## config.mk

```make
export PLATFORM = sky130hd
export DESIGN_NAME = integer_to_radix_ascii
export DESIGN_NICKNAME = d
export VERILOG_FILES = /design/src/ira_pkg.sv /design/src/ira_divider.sv /design/src/integer_to_radix_ascii.sv
export SDC_FILE = /design/constraint.sdc
export NUM_CORES = 1
export LEC_CHECK = 0
export BUFFER_PORTS_ARGS = -buffer_cell sky130_fd_sc_hd__buf_2
export CORE_MARGIN = 2
export CORE_UTILIZATION = 51
export DETAILED_ROUTE_END_ITERATION = 8
export HOLD_SLACK_MARGIN = 0.02
export PLACE_DENSITY = 0.76
export REMOVE_ABC_BUFFERS = 1
export SYNTH_ARGS = -nofsm -noshare
export SYNTH_HDL_FRONTEND = slang
export SYNTH_SLANG_ARGS = --single-unit
```

## constraint.sdc

```tcl
create_clock -name clk -period 31.1 [get_ports clk]
set_clock_uncertainty 0.1 [all_clocks]
set_input_delay 6.22 -clock clk [delete_from_list [all_inputs] [get_ports clk]]
set_output_delay 6.22 -clock clk [all_outputs]
set_load 0.01 [all_outputs]
```

## src/ira_pkg.sv

```systemverilog
// Shared types, constants and glyph function for the integer-to-radix ASCII converter.
// No dependencies.
package ira_pkg;

	localparam int unsigned NUM_W      = 32;
	localparam int unsigned RADIX_W    = 6;
	localparam int unsigned CHAR_W     = 8;
	localparam int unsigned DIGIT_W    = 6;
	localparam int unsigned MAX_DIGITS = 32;
	localparam int unsigned DIG_IDX_W  = $clog2(MAX_DIGITS);
	localparam int unsigned DIG_CNT_W  = $clog2(MAX_DIGITS + 1);
	localparam int unsigned DIV_STEPS  = 8;
	localparam int unsigned DIV_CYCLES = NUM_W / DIV_STEPS;
	localparam int unsigned DIV_CNT_W  = $clog2(DIV_CYCLES);

	localparam logic [RADIX_W-1:0] RADIX_MIN = RADIX_W'(2);
	localparam logic [RADIX_W-1:0] RADIX_MAX = RADIX_W'(36);

	localparam logic [CHAR_W-1:0] CHAR_NUL   = 8'h00;
	localparam logic [CHAR_W-1:0] CHAR_MINUS = 8'h2d;
	localparam logic [CHAR_W-1:0] CHAR_ZERO  = 8'h30;
	localparam logic [CHAR_W-1:0] CHAR_A     = 8'h61;
	localparam logic [DIGIT_W-1:0] DEC_LIMIT = DIGIT_W'(10);

	typedef struct packed {
		logic signed [NUM_W-1:0] number;
		logic [RADIX_W-1:0]      radix;
	} request_t;

	typedef struct packed {
		logic [CHAR_W-1:0] character;
		logic              last;
	} result_t;

	typedef struct packed {
		logic               start;
		logic [NUM_W-1:0]   dividend;
		logic [RADIX_W-1:0] radix;
	} div_req_t;

	typedef struct packed {
		logic               done;
		logic [NUM_W-1:0]   quotient;
		logic [DIGIT_W-1:0] remainder;
	} div_rsp_t;

	// digit 0-35 to '0'-'9','a'-'z'
	function automatic logic [CHAR_W-1:0] glyph(input logic [DIGIT_W-1:0] d);
		logic [CHAR_W-1:0] dx;
		dx = {{(CHAR_W - DIGIT_W){1'b0}}, d};
		if (d < DEC_LIMIT)
			glyph = CHAR_ZERO + dx;
		else
			glyph = CHAR_A + dx - {{(CHAR_W - DIGIT_W){1'b0}}, DEC_LIMIT};
	endfunction

endpackage

```

## src/ira_divider.sv

```systemverilog
// Iterative restoring divider: 32-bit dividend by 6-bit radix, several quotient bits a cycle.
// Depends on ira_pkg.
module ira_divider (
	input  logic              clk,
	input  logic              arst_n,
	input  ira_pkg::div_req_t req,
	output ira_pkg::div_rsp_t rsp
);

	logic [ira_pkg::NUM_W-1:0]     quo_q;
	logic [ira_pkg::DIGIT_W-1:0]   rem_q;
	logic [ira_pkg::RADIX_W-1:0]   radix_q;
	logic [ira_pkg::DIV_CNT_W-1:0] cnt_q;
	logic                          active_q;
	logic                          done_q;

	logic [ira_pkg::NUM_W-1:0]   quo_nxt;
	logic [ira_pkg::DIGIT_W-1:0] rem_nxt;

	always_comb begin
		logic [ira_pkg::DIGIT_W:0] part;
		quo_nxt = quo_q;
		rem_nxt = rem_q;
		for (int i = 0; i < ira_pkg::DIV_STEPS; i++) begin
			part    = {rem_nxt, quo_nxt[ira_pkg::NUM_W-1]};
			quo_nxt = {quo_nxt[ira_pkg::NUM_W-2:0], 1'b0};
			if (part >= {1'b0, radix_q}) begin
				part       = part - {1'b0, radix_q};
				quo_nxt[0] = 1'b1;
			end
			rem_nxt = part[ira_pkg::DIGIT_W-1:0];
		end
	end

	always_ff @(posedge clk or negedge arst_n) begin
		if (!arst_n) begin
			active_q <= 1'b0;
			done_q   <= 1'b0;
			cnt_q    <= '0;
		end else begin
			done_q <= 1'b0;
			if (req.start) begin
				active_q <= 1'b1;
				cnt_q    <= '0;
			end else if (active_q) begin
				cnt_q <= cnt_q + 1'b1;
				if (cnt_q == ira_pkg::DIV_CNT_W'(ira_pkg::DIV_CYCLES - 1)) begin
					active_q <= 1'b0;
					done_q   <= 1'b1;
				end
			end
		end
	end

	always_ff @(posedge clk) begin
		if (req.start) begin
			quo_q   <= req.dividend;
			rem_q   <= '0;
			radix_q <= req.radix;
		end else if (active_q) begin
			quo_q <= quo_nxt;
			rem_q <= rem_nxt;
		end
	end

	assign rsp.done      = done_q;
	assign rsp.quotient  = quo_q;
	assign rsp.remainder = rem_q;

endmodule

```

## src/integer_to_radix_ascii.sv

```systemverilog
// Integer to ASCII text in radix 2..36: sequencer, digit stack and result register.
// Depends on ira_pkg and ira_divider.
// A run divides the magnitude repeatedly, stacking its D digits, then issues one result a cycle
// (optional '-', D digits, NUL). An invalid radix gives only the NUL. Worst case is radix 2, most negative: 32 digits.
// Throughput: one request per run; busy stays high until the NUL is issued.
// Results are strobed for one cycle and cannot be stalled. Reset clears the sequencer and divider control only.
module integer_to_radix_ascii (
	input  logic              clk,
	input  logic              arst_n,
	input  logic              start,
	output logic              busy,
	input  ira_pkg::request_t request,
	output logic              result_strobe,
	output ira_pkg::result_t  result
);

	typedef enum logic [4:0] {
		S_IDLE = 5'b00001,
		S_DIV  = 5'b00010,
		S_SIGN = 5'b00100,
		S_EMIT = 5'b01000,
		S_NUL  = 5'b10000
	} state_t;

	state_t                          state_q;
	logic                            neg_q;
	logic [ira_pkg::RADIX_W-1:0]     radix_q;
	logic [ira_pkg::DIG_CNT_W-1:0]   nd_q;
	logic [ira_pkg::DIGIT_W-1:0]     digit_q [ira_pkg::MAX_DIGITS];
	logic                            strobe_q;
	ira_pkg::result_t                result_q;

	ira_pkg::div_req_t div_req;
	ira_pkg::div_rsp_t div_rsp;

	logic                             accept;
	logic                             radix_ok;
	logic [ira_pkg::NUM_W-1:0]        magnitude;
	logic [ira_pkg::DIG_CNT_W-1:0]    nd_dec;

	assign busy      = (state_q != S_IDLE);
	assign accept    = start && !busy;
	assign radix_ok  = (request.radix >= ira_pkg::RADIX_MIN) &&
	                   (request.radix <= ira_pkg::RADIX_MAX);
	assign magnitude = request.number[ira_pkg::NUM_W-1] ?
	                   (ira_pkg::NUM_W'(0) - ira_pkg::NUM_W'(request.number)) :
	                   ira_pkg::NUM_W'(request.number);
	assign nd_dec    = nd_q - 1'b1;

	always_comb begin
		div_req = '0;
		if (accept) begin
			div_req.start    = radix_ok;
			div_req.dividend = magnitude;
			div_req.radix    = request.radix;
		end else begin
			div_req.start    = (state_q == S_DIV) && div_rsp.done && (div_rsp.quotient != '0);
			div_req.dividend = div_rsp.quotient;
			div_req.radix    = radix_q;
		end
	end

	ira_divider u_div (
		.clk    (clk),
		.arst_n (arst_n),
		.req    (div_req),
		.rsp    (div_rsp)
	);

	always_ff @(posedge clk or negedge arst_n) begin
		if (!arst_n) begin
			state_q  <= S_IDLE;
			strobe_q <= 1'b0;
			nd_q     <= '0;
		end else begin
			strobe_q <= 1'b0;
			case (state_q)
				S_IDLE: begin
					if (accept) begin
						nd_q    <= '0;
						state_q <= radix_ok ? S_DIV : S_NUL;
					end
				end
				S_DIV: begin
					if (div_rsp.done) begin
						nd_q <= nd_q + 1'b1;
						if (div_rsp.quotient == '0)
							state_q <= neg_q ? S_SIGN : S_EMIT;
					end
				end
				S_SIGN: begin
					strobe_q <= 1'b1;
					state_q  <= S_EMIT;
				end
				S_EMIT: begin
					strobe_q <= 1'b1;
					nd_q     <= nd_dec;
					if (nd_dec == '0)
						state_q <= S_NUL;
				end
				S_NUL: begin
					strobe_q <= 1'b1;
					state_q  <= S_IDLE;
				end
				default: begin
					state_q <= S_IDLE;
				end
			endcase
		end
	end

	always_ff @(posedge clk) begin
		if (accept) begin
			neg_q   <= request.number[ira_pkg::NUM_W-1];
			radix_q <= request.radix;
		end
		if ((state_q == S_DIV) && div_rsp.done)
			digit_q[nd_q[ira_pkg::DIG_IDX_W-1:0]] <= div_rsp.remainder;
		case (state_q)
			S_SIGN: begin
				result_q.character <= ira_pkg::CHAR_MINUS;
				result_q.last      <= 1'b0;
			end
			S_EMIT: begin
				result_q.character <= ira_pkg::glyph(digit_q[nd_dec[ira_pkg::DIG_IDX_W-1:0]]);
				result_q.last      <= 1'b0;
			end
			S_NUL: begin
				result_q.character <= ira_pkg::CHAR_NUL;
				result_q.last      <= 1'b1;
			end
			default: begin
				result_q <= result_q;
			end
		endcase
	end

	assign result_strobe = strobe_q;
	assign result        = result_q;

	a_nul_last: assert property (@(posedge clk) disable iff (!arst_n)
		result_strobe |-> (result.last == (result.character == ira_pkg::CHAR_NUL)))
		else $error("terminator flag does not match NUL character");

	a_emit_nonempty: assert property (@(posedge clk) disable iff (!arst_n)
		(state_q == S_EMIT) |-> (nd_q != '0))
		else $error("digit emit with empty digit stack");

	a_bad_radix: assert property (@(posedge clk) disable iff (!arst_n)
		(accept && !radix_ok) |=> (state_q == S_NUL))
		else $error("invalid radix did not go straight to terminator");

	a_rem_range: assert property (@(posedge clk) disable iff (!arst_n)
		((state_q == S_DIV) && div_rsp.done) |-> (div_rsp.remainder < radix_q))
		else $error("divider remainder not below radix");

	a_digit_bound: assert property (@(posedge clk) disable iff (!arst_n)
		(state_q == S_DIV) |-> (nd_q < ira_pkg::DIG_CNT_W'(ira_pkg::MAX_DIGITS)))
		else $error("digit count overflow");

endmodule
```

==> metrics.log <==
[metrics] status: completed
[metrics] half-perimeter wire length after placement: 22.5 mm
[metrics] top-count cell post-synth: edfxtp_1
[metrics] number of iterations in the first detailed-routing pass: 6
[metrics] pin slew with the least headroom to its limit: 1.28 ns
[metrics] final routed wirelength across all metal layers: 32.9 mm
[metrics] drt initial violations: 922
[metrics] synth top area cells: edfxtp_1 51%, mux4_2 9.4%, ha_1 5.2%
[metrics] Critical Path Fanout Max: 10
[metrics] type of the worst min-delay path: flip-flop to flip-flop
[metrics] vias in the first global route: 9,249
[metrics] #FFs+latches synth: 268
[metrics] number of placed instances with taps included: 1,511
[metrics] fraction of registers with async set/reset: 0.0597
[metrics] number of synthesized flops with an enable pin: between 200 and 250
[metrics] global-route congestion overflow total: 0
[metrics] total global routing track utilization: 0.226
[metrics] average wire per standard cell: 21.0 µm
[metrics] post-synthesis cell type with the largest combined area: edfxtp_1
[metrics] H-tree depth reported by CTS: 1
[metrics] count of final hold-check violations: 0
[metrics] remaining antenna violation count: 0
[metrics] clock transition at the registers of the reported paths: ~0.060 ns
[metrics] chip width: 172 µm
[metrics] number of DRC violations after detailed routing: 0
[metrics] primary flip-flop cell chosen by synthesis mapping: edfxtp_1
[metrics] pin count of the biggest net entering global routing: 56
[metrics] Synth Area per Inst: about 13 µm²
[metrics] Filler Cells Inserted: 2,154
[metrics] total number of placement rows: 61
[metrics] crit share post-route: 0.608
[metrics] Register Area: 7910 µm²
[metrics] # diodes: 0
[metrics] core region area: 27,900 µm²
[metrics] final count of negative-setup-slack endpoints: 0
[metrics] slowest stage cell, crit path: edfxtp_1
[metrics] kind of start point of the critical path: flip-flop
[metrics] Worst EP arrival: 19.20 ns
[metrics] fin cells: 1,561
[metrics] via count: around 9,500
[metrics] cell at the root of the clock tree: clkbuf_16
[metrics] layout net count: 1,271
[metrics] number of unique standard cell types used by synthesis: a little under 90
[metrics] dominant combinational cell family by area after synthesis: compound AO/OA/AOI/OAI gates
[metrics] most instantiated cells after synthesis: 246 x edfxtp_1, 97 x nand2_1, 85 x nor2_1
[metrics] required arrival time at the worst endpoint: 31.39 ns
[metrics] Gate Count Post-Synth: 1,114
[metrics] mux share of post-synthesis cell area: 0.109
[metrics] growth of design area from synthesis to finish: 10.9%
[metrics] classification of the worst setup path: flip-flop to flip-flop
[metrics] Max Cap Viol: 0
[metrics] fraction of synthesized cell area in xor and xnor cells: 0.0400
[metrics] multi-input combinational cell area: just over 6000 µm²
[metrics] wire length of the first global-routing pass: slightly above 50 mm
[metrics] layout cell share with drive strength beyond 1: 0.178
[metrics] number of ports placed on the die boundary: 52
[metrics] Starting Density: 0.519
[metrics] share of the synthesized area in the top cell type: 0.511
[metrics] Post-Route Setup TNS: 0 ns
[metrics] Worst Setup Slack post-DPL: 12.48 ns
[metrics] PostCTS Resize Cnt: 0
[metrics] global placement routability congestion: 0.940
[metrics] clock insertion delay at the later pin of the skew report: 0.53 ns
[metrics] Final Worst Setup Slack: 12.19 ns
[metrics] total setup buffers inserted after CTS: 0
[metrics] delay of the slowest cell on the worst path: 0.71 ns
[metrics] Simple-Gate Fraction of Synth Area: 0.103
[metrics] setup repair after global routing missed its margin: no
[metrics] DIE HEIGHT: approximately 170 µm
[metrics] upper clock frequency limit: 0.0529 GHz
[metrics] remaining max-slew budget at the tightest pin: 0.139
[metrics] clock tree from TritonCTS: done
[metrics] complex-gate fraction of the synthesized area: 0.112
[metrics] Post-CTS Hold Buffers: 0
[metrics] clock buffers created by TritonCTS: 27
[metrics] count of pins over their slew limit: 0
[metrics] Crit path top cell by count: o21ai_0
[metrics] count of buffers inserted at the top-level ports: 51
[metrics] total number of yosys warnings: 0
[metrics] sequential element share of the synthesized area: 0.547
[metrics] type of element capturing the critical path: flip-flop
[metrics] antenna violations before repair: 0
[metrics] adder-cell area share of the yosys netlist: 0.0630
[metrics] Sink Count: about 270
[metrics] DR vias/cell: slightly above 6
[metrics] die footprint: roughly 30,000 µm²
[metrics] Netlist Area Pre-Place: 14,400 µm²
[metrics] final critical path time including I/O delays and setup: 18.91 ns
[metrics] largest buffer count on any clock path: 3
==> layout make-up <==
cell class,count,area share
Tap cell,378,0.0295
Multi-Input combinational cell,752,0.387
Clock buffer,33,0.0462
Clock inverter,17,0.0111
Inverter,53,0.0124
Sequential cell,268,0.494
Timing Repair Buffer,60,0.0202
==> logic make-up (layout without fill, tap and decap cells) <==
kind of cell | Yosys count | count (layout)
AOI/OAI and AO/OA | 234 | 234
xor gates and xnor gates | 66 | 66
adders and majority gates | 68 | 68
buffers and inverters | 94 | 163
DFF | 268 | 268
muxes | 81 | 81
and+or+nand+nor | 303 | 303
==> registers in the layout, summed over array words and instances, names as in the netlist <==
| register | count |
|---|---|
| digit_q | 192 |
| u_div.quo_q | 32 |
| result | 9 |
| nd_q | 6 |
| radix_q | 6 |
| u_div.radix_q | 6 |
| u_div.rem_q | 6 |
| state_q | 5 |
| u_div.cnt_q | 2 |
| neg_q | 1 |
| result_strobe | 1 |
| u_div.active_q | 1 |
| u_div.done_q | 1 |
==> stage by stage <==
| step | cell area (µm²) | hold WS, ns | util |
|---|---|---|---|
| after floorplan | 14300 | 0.372 | - |
| after global placement | 15100 | 0.396 | 0.542 |
| after detailed placement | 15100 | 0.410 | 0.542 |
| after CTS | 16000 | 0.424 | 0.575 |
| after global routing | 16000 | 0.457 | 0.575 |
| final | 16000 | 0.412 | 0.575 |
==> metal layers <==
layer | up-vias | part of all wire | track usage
met3 | 70 | 0.054 | 0.0256
li1 | 4378 | - | -
met2 | 353 | 0.52 | 0.408
met1 | 4721 | 0.40 | 0.287
met4 | 0 | 0.029 | 0.0676
met5 | - | 0 | 0
==> worst paths after layout <==
check	cells after the start	endpoint	startpoint	slack, ns
worst max register to register	74	u_div.rem_q[4]$_SDFFE_PP0P_	u_div.radix_q[1]$_DFFE_PP_	12.19
min in group asynchronous	1	u_div.active_q$_DFF_PN0_	arst_n	5.50
worst max-delay path	74	u_div.rem_q[4]$_SDFFE_PP0P_	u_div.radix_q[1]$_DFFE_PP_	12.19
max in group asynchronous	1	state_q[0]$_DFFE_PN1P_	arst_n	25.09
worst min-delay path	2	state_q[2]$_DFFE_PN0P_	neg_q$_DFFE_PP_	0.41
worst min register to register	2	state_q[2]$_DFFE_PN0P_	neg_q$_DFFE_PP_	0.41
==> cell usage in the layout, fill, tap and decap left out, types with 6 or more instances in the layout <==
master / netlist / layout
edfxtp_1: 246 / 246
nand2_1: 97 / 97
nor2_1: 85 / 85
o21ai_0: 77 / 76
mux4_2: 60 / 60
ha_1: 60 / 59
inv_1: 51 / 51
buf_2: 0 / 51
xor2_1: 41 / 41
a21oi_1: 30 / 30
clkbuf_16: 0 / 28
xnor2_1: 25 / 24
a21o_1: 19 / 19
nand3_1: 16 / 16
mux2i_1: 14 / 14
dfrtp_1: 15 / 14
nand2b_1: 12 / 12
nor4_1: 12 / 12
nor2b_1: 11 / 11
o31ai_1: 11 / 11
or3_1: 11 / 11
and3_1: 9 / 9
o22ai_1: 9 / 9
buf_4: 0 / 9
nor3_1: 8 / 8
nand4_1: 8 / 8
fa_1: 8 / 8
clkinvlp_4: 0 / 8
o211ai_1: 7 / 7
a211oi_1: 7 / 7
or4_1: 7 / 7
o21a_1: 6 / 6
a31oi_1: 6 / 6
o21ai_1: 6 / 6
mux2_2: 6 / 6
dfxtp_1: 6 / 6
==> worst max-delay path, delay by kind of cell, from the launching register on <==
| family | cells | cell delay [ns] |
|---|---|---|
| buf+inv | 6 | 0.89 |
| mux | 1 | 0.43 |
| fa+ha+maj | 8 | 2.47 |
| flops | 1 | 0.71 |
| compound gates | 45 | 11.08 |
| simple gates | 14 | 3.02 |
Power is not shown: default switching activity piles up to over one toggle a cycle in this logic, so the estimate is an artifact.
